### src/rtl/assert_macros.svh
// Assertion macros used by the RTL of the clock-setting menu.
`ifndef ASSERT_MACROS_SVH
`define ASSERT_MACROS_SVH

// Same-cycle implication, checked on the rising clock edge outside reset.
`define ASSERT_IMP(name, clk, rst, ante, cons) \
   name: assert property (@(posedge clk) disable iff (rst) (ante) |-> (cons)) \
      else $error("assertion failed");

// Next-cycle implication, checked on the rising clock edge outside reset.
`define ASSERT_NXT(name, clk, rst, ante, cons) \
   name: assert property (@(posedge clk) disable iff (rst) (ante) |=> (cons)) \
      else $error("assertion failed");

`endif

### src/rtl/csm_pkg.sv
// Shared types, codes and field limits of the clock-setting menu.
package csm_pkg;

   // Item kinds on the request channel
   localparam logic REQ_KEY  = 1'b0;
   localparam logic REQ_LOAD = 1'b1;

   // Key codes; codes above KEY_NEXT behave as no key
   localparam logic [2:0] KEY_NONE = 3'd0;
   localparam logic [2:0] KEY_MODE = 3'd1;
   localparam logic [2:0] KEY_UP   = 3'd2;
   localparam logic [2:0] KEY_DOWN = 3'd3;
   localparam logic [2:0] KEY_NEXT = 3'd4;

   // Field limits
   localparam logic [7:0] YEAR_SPAN   = 8'd100;
   localparam logic [6:0] YEAR_TOP    = 7'd99;
   localparam logic [3:0] MONTH_TOP   = 4'd12;
   localparam logic [4:0] DATE_TOP    = 5'd31;
   localparam logic [2:0] WEEKDAY_TOP = 3'd7;
   localparam logic [3:0] HOUR_TOP    = 4'd12;
   localparam logic [6:0] MINSEC_SPAN = 7'd60;
   localparam logic [5:0] MINSEC_TOP  = 6'd59;

   // Calendar copy
   typedef struct packed {
      logic [6:0] year;
      logic [3:0] month;
      logic [4:0] date;
      logic [2:0] weekday;
      logic [3:0] hour;
      logic [5:0] minute;
      logic [5:0] second;
      logic       pm;
   } cal_type;

   localparam cal_type CAL_RESET = '{
      year: 7'd0, month: 4'd1, date: 5'd1, weekday: 3'd1,
      hour: 4'd12, minute: 6'd0, second: 6'd0, pm: 1'b0
   };

   // One request item
   typedef struct packed {
      logic       req_type;
      logic [2:0] key;
      cal_type    cal;
   } item_type;

   // One result item
   typedef struct packed {
      logic [3:0] menu_mode;
      cal_type    cal;
      logic       write_clock;
      logic       display_reset;
   } result_type;

endpackage

### src/rtl/csm_menu.sv
// Menu state, calendar copy and the key/load update logic of the clock-setting menu.
module csm_menu (
   input  logic                clock,
   input  logic                reset,
   input  logic                advance,
   input  csm_pkg::item_type   item,
   output csm_pkg::result_type result
);

   typedef enum logic [3:0] {
      MODE_IDLE    = 4'd0,
      MODE_YEAR    = 4'd1,
      MODE_MONTH   = 4'd2,
      MODE_DATE    = 4'd3,
      MODE_WEEKDAY = 4'd4,
      MODE_HOUR    = 4'd5,
      MODE_MINUTE  = 4'd6,
      MODE_SECOND  = 4'd7,
      MODE_AMPM    = 4'd8,
      MODE_INIT    = 4'd9
   } mode_type;

   mode_type         mode_ff, mode_in;
   mode_type         last_mode_ff, last_mode_in;
   csm_pkg::cal_type cal_ff, cal_in;
   logic             write_clock, display_reset, key_up;

   logic [7:0] year_inc;
   logic [6:0] year_up, year_dn;
   logic [3:0] month_up, month_dn, hour_up, hour_dn;
   logic [4:0] date_up, date_dn;
   logic [2:0] weekday_up, weekday_dn;
   logic [6:0] minute_inc, second_inc;
   logic [5:0] minute_up, minute_dn, second_up;

   // Field order for NEXT: weekday, date, month, year, hour, minute, second, am/pm
   function automatic mode_type next_field(input mode_type m);
      mode_type n;
      unique case (m)
         MODE_WEEKDAY: n = MODE_DATE;
         MODE_DATE:    n = MODE_MONTH;
         MODE_MONTH:   n = MODE_YEAR;
         MODE_YEAR:    n = MODE_HOUR;
         MODE_HOUR:    n = MODE_MINUTE;
         MODE_MINUTE:  n = MODE_SECOND;
         MODE_SECOND:  n = MODE_AMPM;
         default:      n = MODE_WEEKDAY;
      endcase
      return n;
   endfunction

   // Wrapped up and down values of year, month, date, weekday, hour and minute; up value of second
   always_comb begin
      year_inc   = {1'b0, cal_ff.year} + 8'd1;
      year_up    = (year_inc >= csm_pkg::YEAR_SPAN) ? 7'(year_inc - csm_pkg::YEAR_SPAN)
                                                    : year_inc[6:0];
      year_dn    = (cal_ff.year == 7'd0) ? csm_pkg::YEAR_TOP : cal_ff.year - 7'd1;

      month_up   = ((cal_ff.month >= csm_pkg::MONTH_TOP) ? cal_ff.month - csm_pkg::MONTH_TOP
                                                         : cal_ff.month) + 4'd1;
      month_dn   = (cal_ff.month <= 4'd1) ? csm_pkg::MONTH_TOP : cal_ff.month - 4'd1;

      date_up    = ((cal_ff.date == csm_pkg::DATE_TOP) ? 5'd0 : cal_ff.date) + 5'd1;
      date_dn    = (cal_ff.date <= 5'd1) ? csm_pkg::DATE_TOP : cal_ff.date - 5'd1;

      weekday_up = ((cal_ff.weekday == csm_pkg::WEEKDAY_TOP) ? 3'd0 : cal_ff.weekday) + 3'd1;
      weekday_dn = (cal_ff.weekday <= 3'd1) ? csm_pkg::WEEKDAY_TOP : cal_ff.weekday - 3'd1;

      hour_up    = ((cal_ff.hour >= csm_pkg::HOUR_TOP) ? cal_ff.hour - csm_pkg::HOUR_TOP
                                                       : cal_ff.hour) + 4'd1;
      hour_dn    = (cal_ff.hour <= 4'd1) ? csm_pkg::HOUR_TOP : cal_ff.hour - 4'd1;

      minute_inc = {1'b0, cal_ff.minute} + 7'd1;
      minute_up  = (minute_inc >= csm_pkg::MINSEC_SPAN)
                   ? 6'(minute_inc - csm_pkg::MINSEC_SPAN) : minute_inc[5:0];
      minute_dn  = (cal_ff.minute == 6'd0) ? csm_pkg::MINSEC_TOP : cal_ff.minute - 6'd1;

      second_inc = {1'b0, cal_ff.second} + 7'd1;
      second_up  = (second_inc >= csm_pkg::MINSEC_SPAN)
                   ? 6'(second_inc - csm_pkg::MINSEC_SPAN) : second_inc[5:0];
   end

   // Next menu state and calendar for the current item
   always_comb begin
      mode_in       = mode_ff;
      last_mode_in  = last_mode_ff;
      cal_in        = cal_ff;
      write_clock   = 1'b0;
      display_reset = 1'b0;
      key_up        = (item.key == csm_pkg::KEY_UP);

      if (item.req_type == csm_pkg::REQ_LOAD) begin
         cal_in = item.cal;
      end else begin
         case (item.key) inside
            csm_pkg::KEY_MODE, csm_pkg::KEY_UP, csm_pkg::KEY_DOWN, csm_pkg::KEY_NEXT: begin
               display_reset = 1'b1;
            end
            default: begin
               display_reset = 1'b0;
            end
         endcase

         unique case (mode_ff) inside
            MODE_IDLE: begin
               if (item.key == csm_pkg::KEY_MODE) begin
                  mode_in      = (last_mode_ff == MODE_IDLE) ? MODE_WEEKDAY : last_mode_ff;
                  last_mode_in = mode_in;
               end else if (item.key == csm_pkg::KEY_NEXT) begin
                  cal_in.second = '0;
                  write_clock   = 1'b1;
               end
            end
            MODE_YEAR, MODE_MONTH, MODE_DATE, MODE_WEEKDAY, MODE_HOUR, MODE_MINUTE,
            MODE_SECOND, MODE_AMPM: begin
               case (item.key) inside
                  csm_pkg::KEY_MODE: begin
                     last_mode_in = mode_ff;
                     mode_in      = MODE_IDLE;
                  end
                  csm_pkg::KEY_NEXT: begin
                     last_mode_in = mode_ff;
                     mode_in      = next_field(mode_ff);
                  end
                  csm_pkg::KEY_UP, csm_pkg::KEY_DOWN: begin
                     write_clock = 1'b1;
                     unique case (mode_ff)
                        MODE_YEAR:    cal_in.year    = key_up ? year_up    : year_dn;
                        MODE_MONTH:   cal_in.month   = key_up ? month_up   : month_dn;
                        MODE_DATE:    cal_in.date    = key_up ? date_up    : date_dn;
                        MODE_WEEKDAY: cal_in.weekday = key_up ? weekday_up : weekday_dn;
                        MODE_HOUR:    cal_in.hour    = key_up ? hour_up    : hour_dn;
                        MODE_MINUTE:  cal_in.minute  = key_up ? minute_up  : minute_dn;
                        MODE_SECOND:  cal_in.second  = key_up ? second_up  : 6'd0;
                        default:      cal_in.pm      = ~cal_ff.pm;
                     endcase
                  end
                  default: begin
                     write_clock = 1'b0;
                  end
               endcase
            end
            default: begin
               // init, and any code that cannot arise
               mode_in      = MODE_IDLE;
               last_mode_in = MODE_WEEKDAY;
            end
         endcase
      end
   end

   // Hold state; advance on each transfer
   always_ff @(posedge clock) begin
      if (reset) begin
         mode_ff      <= MODE_INIT;
         last_mode_ff <= MODE_WEEKDAY;
         cal_ff       <= csm_pkg::CAL_RESET;
      end else if (advance) begin
         mode_ff      <= mode_in;
         last_mode_ff <= last_mode_in;
         cal_ff       <= cal_in;
      end
   end

   assign result.menu_mode     = mode_in;
   assign result.cal           = cal_in;
   assign result.write_clock   = write_clock;
   assign result.display_reset = display_reset;

endmodule

### src/rtl/clock_set_menu_fsm.sv
// Top level of the clock-setting menu: request/response handshake and result register.
//
// Request channel (req_*): either a key event (req_type 0, req_key) or a load of
// the time read from the clock (req_type 1, req_load_*). Response channel (rsp_*):
// one result per request, carrying the menu mode after the step, the calendar copy,
// and the write_clock and display_reset strobes for that step.
// Both channels use valid/ready; a transfer happens when both are high.
// A result is registered and appears on rsp_* the cycle after its request transfer.
// Throughput: one request per cycle unless rsp_* stalls. The menu update is a single pass
// of compare and wrap logic on the state registers, and the result register sits behind it.
// A new request is taken whenever the result register is empty or being drained
// in the same cycle, so a stalled receiver stalls the request side after one item.
// Reset (synchronous, active high): menu mode init, last edited field weekday,
// calendar 00 year, month 1, date 1, weekday 1, 12:00:00 am, response empty;
// req_ready stays low while reset is high.
`include "assert_macros.svh"

module clock_set_menu_fsm (
   input  logic       clock,
   input  logic       reset,

   input  logic       req_valid,
   output logic       req_ready,
   input  logic       req_type,
   input  logic [2:0] req_key,
   input  logic [6:0] req_load_year,
   input  logic [3:0] req_load_month,
   input  logic [4:0] req_load_date,
   input  logic [2:0] req_load_weekday,
   input  logic [3:0] req_load_hour,
   input  logic [5:0] req_load_minute,
   input  logic [5:0] req_load_second,
   input  logic       req_load_pm,

   output logic       rsp_valid,
   input  logic       rsp_ready,
   output logic [3:0] rsp_menu_mode,
   output logic [6:0] rsp_year_out,
   output logic [3:0] rsp_month_out,
   output logic [4:0] rsp_date_out,
   output logic [2:0] rsp_weekday_out,
   output logic [3:0] rsp_hour_out,
   output logic [5:0] rsp_minute_out,
   output logic [5:0] rsp_second_out,
   output logic       rsp_pm_out,
   output logic       rsp_write_clock,
   output logic       rsp_display_reset
);

   csm_pkg::item_type   item;
   csm_pkg::result_type result;
   csm_pkg::result_type rsp_ff;
   logic                rsp_valid_ff, rsp_valid_in;
   logic                req_fire;
   logic                load_fire;

   // Gather the request fields
   assign item.req_type    = req_type;
   assign item.key         = req_key;
   assign item.cal.year    = req_load_year;
   assign item.cal.month   = req_load_month;
   assign item.cal.date    = req_load_date;
   assign item.cal.weekday = req_load_weekday;
   assign item.cal.hour    = req_load_hour;
   assign item.cal.minute  = req_load_minute;
   assign item.cal.second  = req_load_second;
   assign item.cal.pm      = req_load_pm;

   // Accept when the result register is empty or drains this cycle
   assign req_ready = ~reset & (~rsp_valid_ff | rsp_ready);
   assign req_fire  = req_valid & req_ready;
   assign load_fire = req_fire & (req_type == csm_pkg::REQ_LOAD);

   csm_menu u_menu (
      .clock   (clock),
      .reset   (reset),
      .advance (req_fire),
      .item    (item),
      .result  (result)
   );

   // Result register
   assign rsp_valid_in = req_fire | (rsp_valid_ff & ~rsp_ready);

   always_ff @(posedge clock) begin
      if (reset) begin
         rsp_valid_ff <= 1'b0;
      end else begin
         rsp_valid_ff <= rsp_valid_in;
      end
   end

   always_ff @(posedge clock) begin
      if (req_fire) begin
         rsp_ff <= result;
      end
   end

   // Drive the response ports
   assign rsp_valid         = rsp_valid_ff;
   assign rsp_menu_mode     = rsp_ff.menu_mode;
   assign rsp_year_out      = rsp_ff.cal.year;
   assign rsp_month_out     = rsp_ff.cal.month;
   assign rsp_date_out      = rsp_ff.cal.date;
   assign rsp_weekday_out   = rsp_ff.cal.weekday;
   assign rsp_hour_out      = rsp_ff.cal.hour;
   assign rsp_minute_out    = rsp_ff.cal.minute;
   assign rsp_second_out    = rsp_ff.cal.second;
   assign rsp_pm_out        = rsp_ff.cal.pm;
   assign rsp_write_clock   = rsp_ff.write_clock;
   assign rsp_display_reset = rsp_ff.display_reset;

   // A waiting result blocks new requests
   `ASSERT_IMP(a_no_overwrite, clock, reset, rsp_valid_ff && !rsp_ready, !req_ready)
   // Every transfer leaves a result behind
   `ASSERT_NXT(a_result_follows, clock, reset, req_fire, rsp_valid_ff)
   // A load never raises a strobe
   `ASSERT_NXT(a_load_quiet, clock, reset, load_fire, !rsp_write_clock && !rsp_display_reset)
   // Every clock write comes from a key
   `ASSERT_IMP(a_write_from_key, clock, reset, rsp_valid_ff && rsp_write_clock, rsp_display_reset)

endmodule
### config.mk
export PLATFORM = sky130hd
export DESIGN_NAME = clock_set_menu_fsm
export DESIGN_NICKNAME = d
export VERILOG_FILES = /design/src/rtl/csm_pkg.sv /design/src/rtl/csm_menu.sv /design/src/rtl/clock_set_menu_fsm.sv
export VERILOG_INCLUDE_DIRS = /design/src /design/src/rtl
export SDC_FILE = /design/constraint.sdc
export NUM_CORES = 1
export LEC_CHECK = 0
export BUFFER_PORTS_ARGS = -buffer_cell sky130_fd_sc_hd__buf_2
export CAP_MARGIN = 25
export CORE_ASPECT_RATIO = 0.7
export CORE_MARGIN = 8
export CORE_UTILIZATION = 55
export DETAILED_ROUTE_END_ITERATION = 6
export PLACE_DENSITY = 0.77
export SYNTH_ARGS = -nofsm -noshare
export SYNTH_HDL_FRONTEND = slang
export SYNTH_SLANG_ARGS = --single-unit
### constraint.sdc
create_clock -name clock -period 3.3 [get_ports clock]
set_input_delay 0.165 -clock clock [delete_from_list [all_inputs] [get_ports clock]]
set_output_delay 0.165 -clock clock [all_outputs]
set_load 0.02 [all_outputs]
-- Yosys cells after proc, flatten, opt, wreduce, memory -nomap -nowiden
Cells that the tools add are included.
W data, S select, Z words.
- bits in registers: 87
- bits of input ports: 44
- word-level logic and storage cells: 139
- add/sub/neg operators: 18
- magnitude comparators: 9
- equal/unequal tests: 16
- multiplexer cells: 55
- bitwise gates (word level): 10
- reduce and logical (&&, ||, !) cells: 9
- operator list (kind ; count):
    $mux W36 ; 4
    $mux W4 ; 16
    $mux W6 ; 9
    $mux W29 ; 1
    $mux W7 ; 4
    $pmux W4 S7 ; 1
    $mux W5 ; 4
    $eq A4 B3 Y1 const B ; 4
    $pmux W4 S2 ; 2
    $add A6 B1 Y7 const B ; 2
    $ge A7 B6 Y1 const B ; 2
    $mux W3 ; 4
    $pmux W6 S2 ; 1
    $sub A6 B6 Y6 const B ; 2
    $add A4 B1 Y4 const B ; 2
    $add A7 B1 Y8 const B ; 1
    $eq A4 B2 Y1 const B ; 2
    $ge A4 B4 Y1 const B ; 2
    $ge A8 B7 Y1 const B ; 1
    $le A4 B1 Y1 const B ; 2
    $logic_not A4 Y1 ; 2
    $mux W1 ; 8
    $reduce_or A8 Y1 ; 1
    $sub A4 B1 Y4 const B ; 2
    other kinds (28) ; 38

-- Depth between registers and ports, before layout
- word-level depth: 10
- mapped depth: 11
- gate-level depth less buffers: 10

-- Modules after synthesis
Synthesis repeated with hierarchy kept, for this count alone.
- cell total of the unflattened synthesis: 778
- area, all modules: 6452.4 um2
- modules (own cells, without submodules) (module ; instances ; cells each ; area each (um2) ; seq. area each (um2)):
    csm_menu ; 1 ; 731 ; 5131.2 ; 880.8
    clock_set_menu_fsm ; 1 ; 47 ; 1321.3 ; 1281.2

-- Least setup slack after synthesis
No wires, ideal clock.
- path kind: register to register
- start: register rsp_valid_ff (netlist: rsp_valid)
- end: register rsp_ff (netlist bit rsp_date_out[0]) (enable)
- arrival time: 2.846 ns
- data required time: 2.878 ns
- path slack: 0.032 ns
- cell stages (with the launch flop): 7
- buffers on the path: 2
- cell sequence: dfxtp_1 -> nor2b_1 -> nor2_1 -> nand2_1 -> inv_1 -> clkbuf_1 -> buf_1
- longest elaborated chain between the ends: 4
- ends and longest elaborated chain (what ; RTL line ; text):
    from (decl) ; clock_set_menu_fsm.sv:53 ; logic rsp_valid_ff, rsp_valid_in;
    from (signal assigned) ; clock_set_menu_fsm.sv:89 ; rsp_valid_ff <= rsp_valid_in;
    $not A1 Y1 ; clock_set_menu_fsm.sv:70 ; assign req_ready = ~reset & (~rsp_valid_ff | rsp_ready);
    $or A1 B1 Y1 ; clock_set_menu_fsm.sv:70 ;
    $and A1 B1 Y1 ; clock_set_menu_fsm.sv:70 ;
    net req_ready ; clock_set_menu_fsm.sv:23 ; output logic req_ready,
    $and A1 B1 Y1 ; clock_set_menu_fsm.sv:71 ; assign req_fire = req_valid & req_ready;
    net req_fire ; clock_set_menu_fsm.sv:54 ; logic req_fire;
    to (signal assigned) ; clock_set_menu_fsm.sv:95 ; rsp_ff <= result;
    to (decl) ; clock_set_menu_fsm.sv:52 ; csm_pkg::result_type rsp_ff;
The timed path passes the listed nets, and every way through them passes these cells.
A chain may end at the register's enable or synchronous reset.

==> results by group <==
Status
  – Status: completed

Timing
  – Fmax: between 300 and 400 MHz
  – Final WS setup: approximately 0.44 ns
  – Final period utilization: just under 90%
  – Fin crit period: between 2 and 3 ns
  – Unrepaired setup endpoints after global routing: no
  – Final setup viols: 0
  – Max-slew headroom: a little under a third
  – Worst-margin pin slew: between 1 and 1.5 ns
  – Max-slew violation count: 0
  – Final Skew: ~0.006 ns
  – Setup Total Neg Slack: 0 ns
  – Final hold violations: 0

Job
  – Max_cap viols: 0

Finish
  – Commonest non-fill, non-tap cells in the layout: buf_2, nand2_1, nor2_1
  – Register Area: about 2200 µm²
  – Final Util: 61.4%
  – Final net count: ~900
  – Multi-input gate area: roughly 3800 µm²
  – Final Cell Area: 7070 µm²
  – Share of cells above drive strength 1: roughly 17%
  – Commonest non-fill, non-tap cell in the layout: buf_2
  – Area Growth Syn to Fin: 10.7%
  – FILL cells: between 1000 and 1500
  – Antenna diodes: 0

Clocking
  – Htree depth: 3
  – Clock sink count: just under 90
  – Clock transition at the registers of the reported paths: 0.06 ns
  – TritonCTS Buffers: 9
  – CTS hold repair buffers: 0
  – Worst-Skew Late Latency: roughly 0.34 ns
  – TritonCTS clock tree: built
  – CTS resizes: 0
  – CTS Buffer Depth: 2
  – Clk root buf: clkbuf_16
  – Post-CTS Setup Inserts: 0

Floorplan
  – Initial Utilization: a little under three fifths
  – Core Box Area: between 10000 and 15000 µm²
  – Die Height: 106 µm
  – Die ar.: 15400 µm²
  – # rows: 33
  – I/O Pins: just under 90
  – Die width: roughly 140 µm

Pwr
  – Internal: 0.00202 W
  – NetSw: 0.000864 W
  – Part of the power in registers: a little under half
  – Pwr/cell area: 408 nW/µm²
  – Cell leakage power: ~2.8 nW
  – Combinational share of power: around 20%
  – Power Total: 0.00288 W
  – Sw Ratio: 30.0%
  – VDD IR max: between 200 and 300 µV
  – Clk pwr share: roughly 35%

Critical path
  – Startpoint types: flip-flop
  – Kind of critical path: flip-flop to flip-flop
  – Most frequent CP cell: ha_1
  – CP bufs+invs: 0
  – Max stage delay cell, worst path: dfxtp_1
  – Crit end category: flip-flop
  – Crit Path Max Fanout: 12
  – Family with the most delay on the worst path: compound AO/OA/AOI/OAI gates
  – Critical Path Max Stage Delay: between 0.5 and 0.6 ns
  – Worst endpoint data arrival time: 2.94 ns
  – Worst Path Required: roughly 3.4 ns
  – CP cell instances: ha_1, xor2_1, ha_1, nand3_1, mux2_2, a32oi_2, nor4b_1, a211oi_2, a21oi_2
  – Worst reg-to-reg setup slack: between 0.4 and 0.5 ns

Global routing
  – First-pass GRT wire length: 28500 µm
  – Largest net degree at the start of global routing: between 40 and 50
  – Total GRT Usage: 22.7%
  – Initial antenna violation count: 0
  – Vias in the first global route: around 5600
  – Grt total ovfl: 0

Drt
  – Final wirelength: 17600 µm
  – Routed length per instance: ~18 µm
  – Vias: between 6000 and 7000
  – Vias per std cell: approximately 6.3
  – DRT iter0 DRCs: between 600 and 700
  – First drt pass iteration count: 6
  – DRC: 0
  – Final ANT Viol Nets: 0

Placed design
  – Post-DP HPWL: about 12000 µm
  – Area post-placement: 6790 µm²
  – Placer congestion estimate: 0.894
  – Port bufs: 87
  – Place WS: 0.497 ns

Synth
  – Synth Register Bits: 87
  – Avg Cell Area, Syn: around 8.3 µm²
  – Sequential fraction of the synthesis area: 33.9%
  – Netlist cell types: 87
  – Post-Synthesis Cells: roughly 770
  – Post-synth ARST share: 0%
  – Syn Nets: 833
  – Synth Cell Area: 6380 µm²
  – Yosys Warn Count: 0
  – Post-synth EDFFs: between 40 and 50
  – Top_reg_cell synth: dfxtp_1

Hold path
  – Hold crit path type: primary input to flip-flop
power groups by stage:
stage	registers [W]	clock network [W]	logic [W]
final	0.00131	0.000994	0.000575
after global routing	0.00132	0.00104	0.000633
after CTS	0.00131	0.00101	0.000571
after detailed placement	0.00133	0	0.000566
after global placement	0.00133	0	0.000549
after floorplan	0.00130	0	0.000437
final timing paths:
| check | cells after the start | endpoint | from |
|---|---|---|---|
| worst max-delay path | 9 | rsp_minute_out[2]$_DFFE_PP_ | u_menu.cal_ff[7]$_SDFFE_PP0P_ |
| worst min-delay path | 3 | rsp_valid$_SDFF_PP0_ | req_valid |
| worst max register to register | 9 | rsp_minute_out[2]$_DFFE_PP_ | u_menu.cal_ff[7]$_SDFFE_PP0P_ |
| worst min register to register | 2 | u_menu.cal_ff[0]$_SDFFE_PP0P_ | u_menu.cal_ff[0]$_SDFFE_PP0P_ |
worst min-delay path: cells and delay by family:
family	cells	cell delay [ns]
simple gates	2	0.12
buf+inv	1	0.09
cells by family after synthesis:
kind of cell | synth area share, %
buffers and inverters | 6.39
muxes | 2.51
AOI/OAI and AO/OA | 26.8
xor gates and xnor gates | 2.04
DFF | 33.9
and+or+nand+nor | 23.7
adders and majority gates | 4.70
layer usage:
layer	vias up	GRT usage [%]	part of all wire, %
met5	-	0	0
met4	0	5.92	1.3
met3	26	4.43	7.6
met2	260	34.5	44
met1	2862	32.3	47
li1	2938	-	-
cell usage after synthesis (all sizes together) (11+ instances only):
library cell / number / area share (%)
nand2: 71 / 4.2
edfxtp: 42 / 20
nor2: 51 / 3.0
a31oi: 18 / 1.8
nor3: 21 / 2.0
a211oi: 16 / 2.0
buf: 31 / 2.7
clkbuf: 33 / 1.9
a21o: 17 / 2.0
nor2b: 13 / 1.3
nand3: 39 / 3.1
o31ai: 14 / 1.6
and3: 15 / 1.5
inv: 29 / 1.7
ha: 24 / 4.7
or3: 12 / 1.2
o21a: 12 / 1.4
a21oi: 50 / 4.0
and2: 11 / 1.1
o21ai: 44 / 3.4
dfxtp: 45 / 14
per-stage QoR:
stage / instances / hold WS (ns)
after floorplan: 765 / 0.286
after global placement: 954 / 0.391
after detailed placement: 954 / 0.430
after CTS: 969 / 0.0675
after global routing: 969 / 0.0804
final: 969 / 0.0725
flip-flops by register name, summed over array words and instances, names as in the netlist, 5 cells and up:
| signal | flops |
|---|---|
| u_menu.cal_ff | 36 |
| rsp_minute_out | 6 |
| rsp_second_out | 6 |
| rsp_year_out | 7 |
| rsp_date_out | 5 |
cell type report:
cell class / count / share of cell area (%)
Clock buffer: 11 / 3.29
Clock inverter: 4 / 0.673
Inverter: 30 / 1.59
Multi-Input combinational cell: 584 / 54.0
Sequential cell: 87 / 30.6
Tap cell: 157 / 2.78
Timing Repair Buffer: 96 / 7.12
No activity file was read; power rests on OpenSTA's default activity.
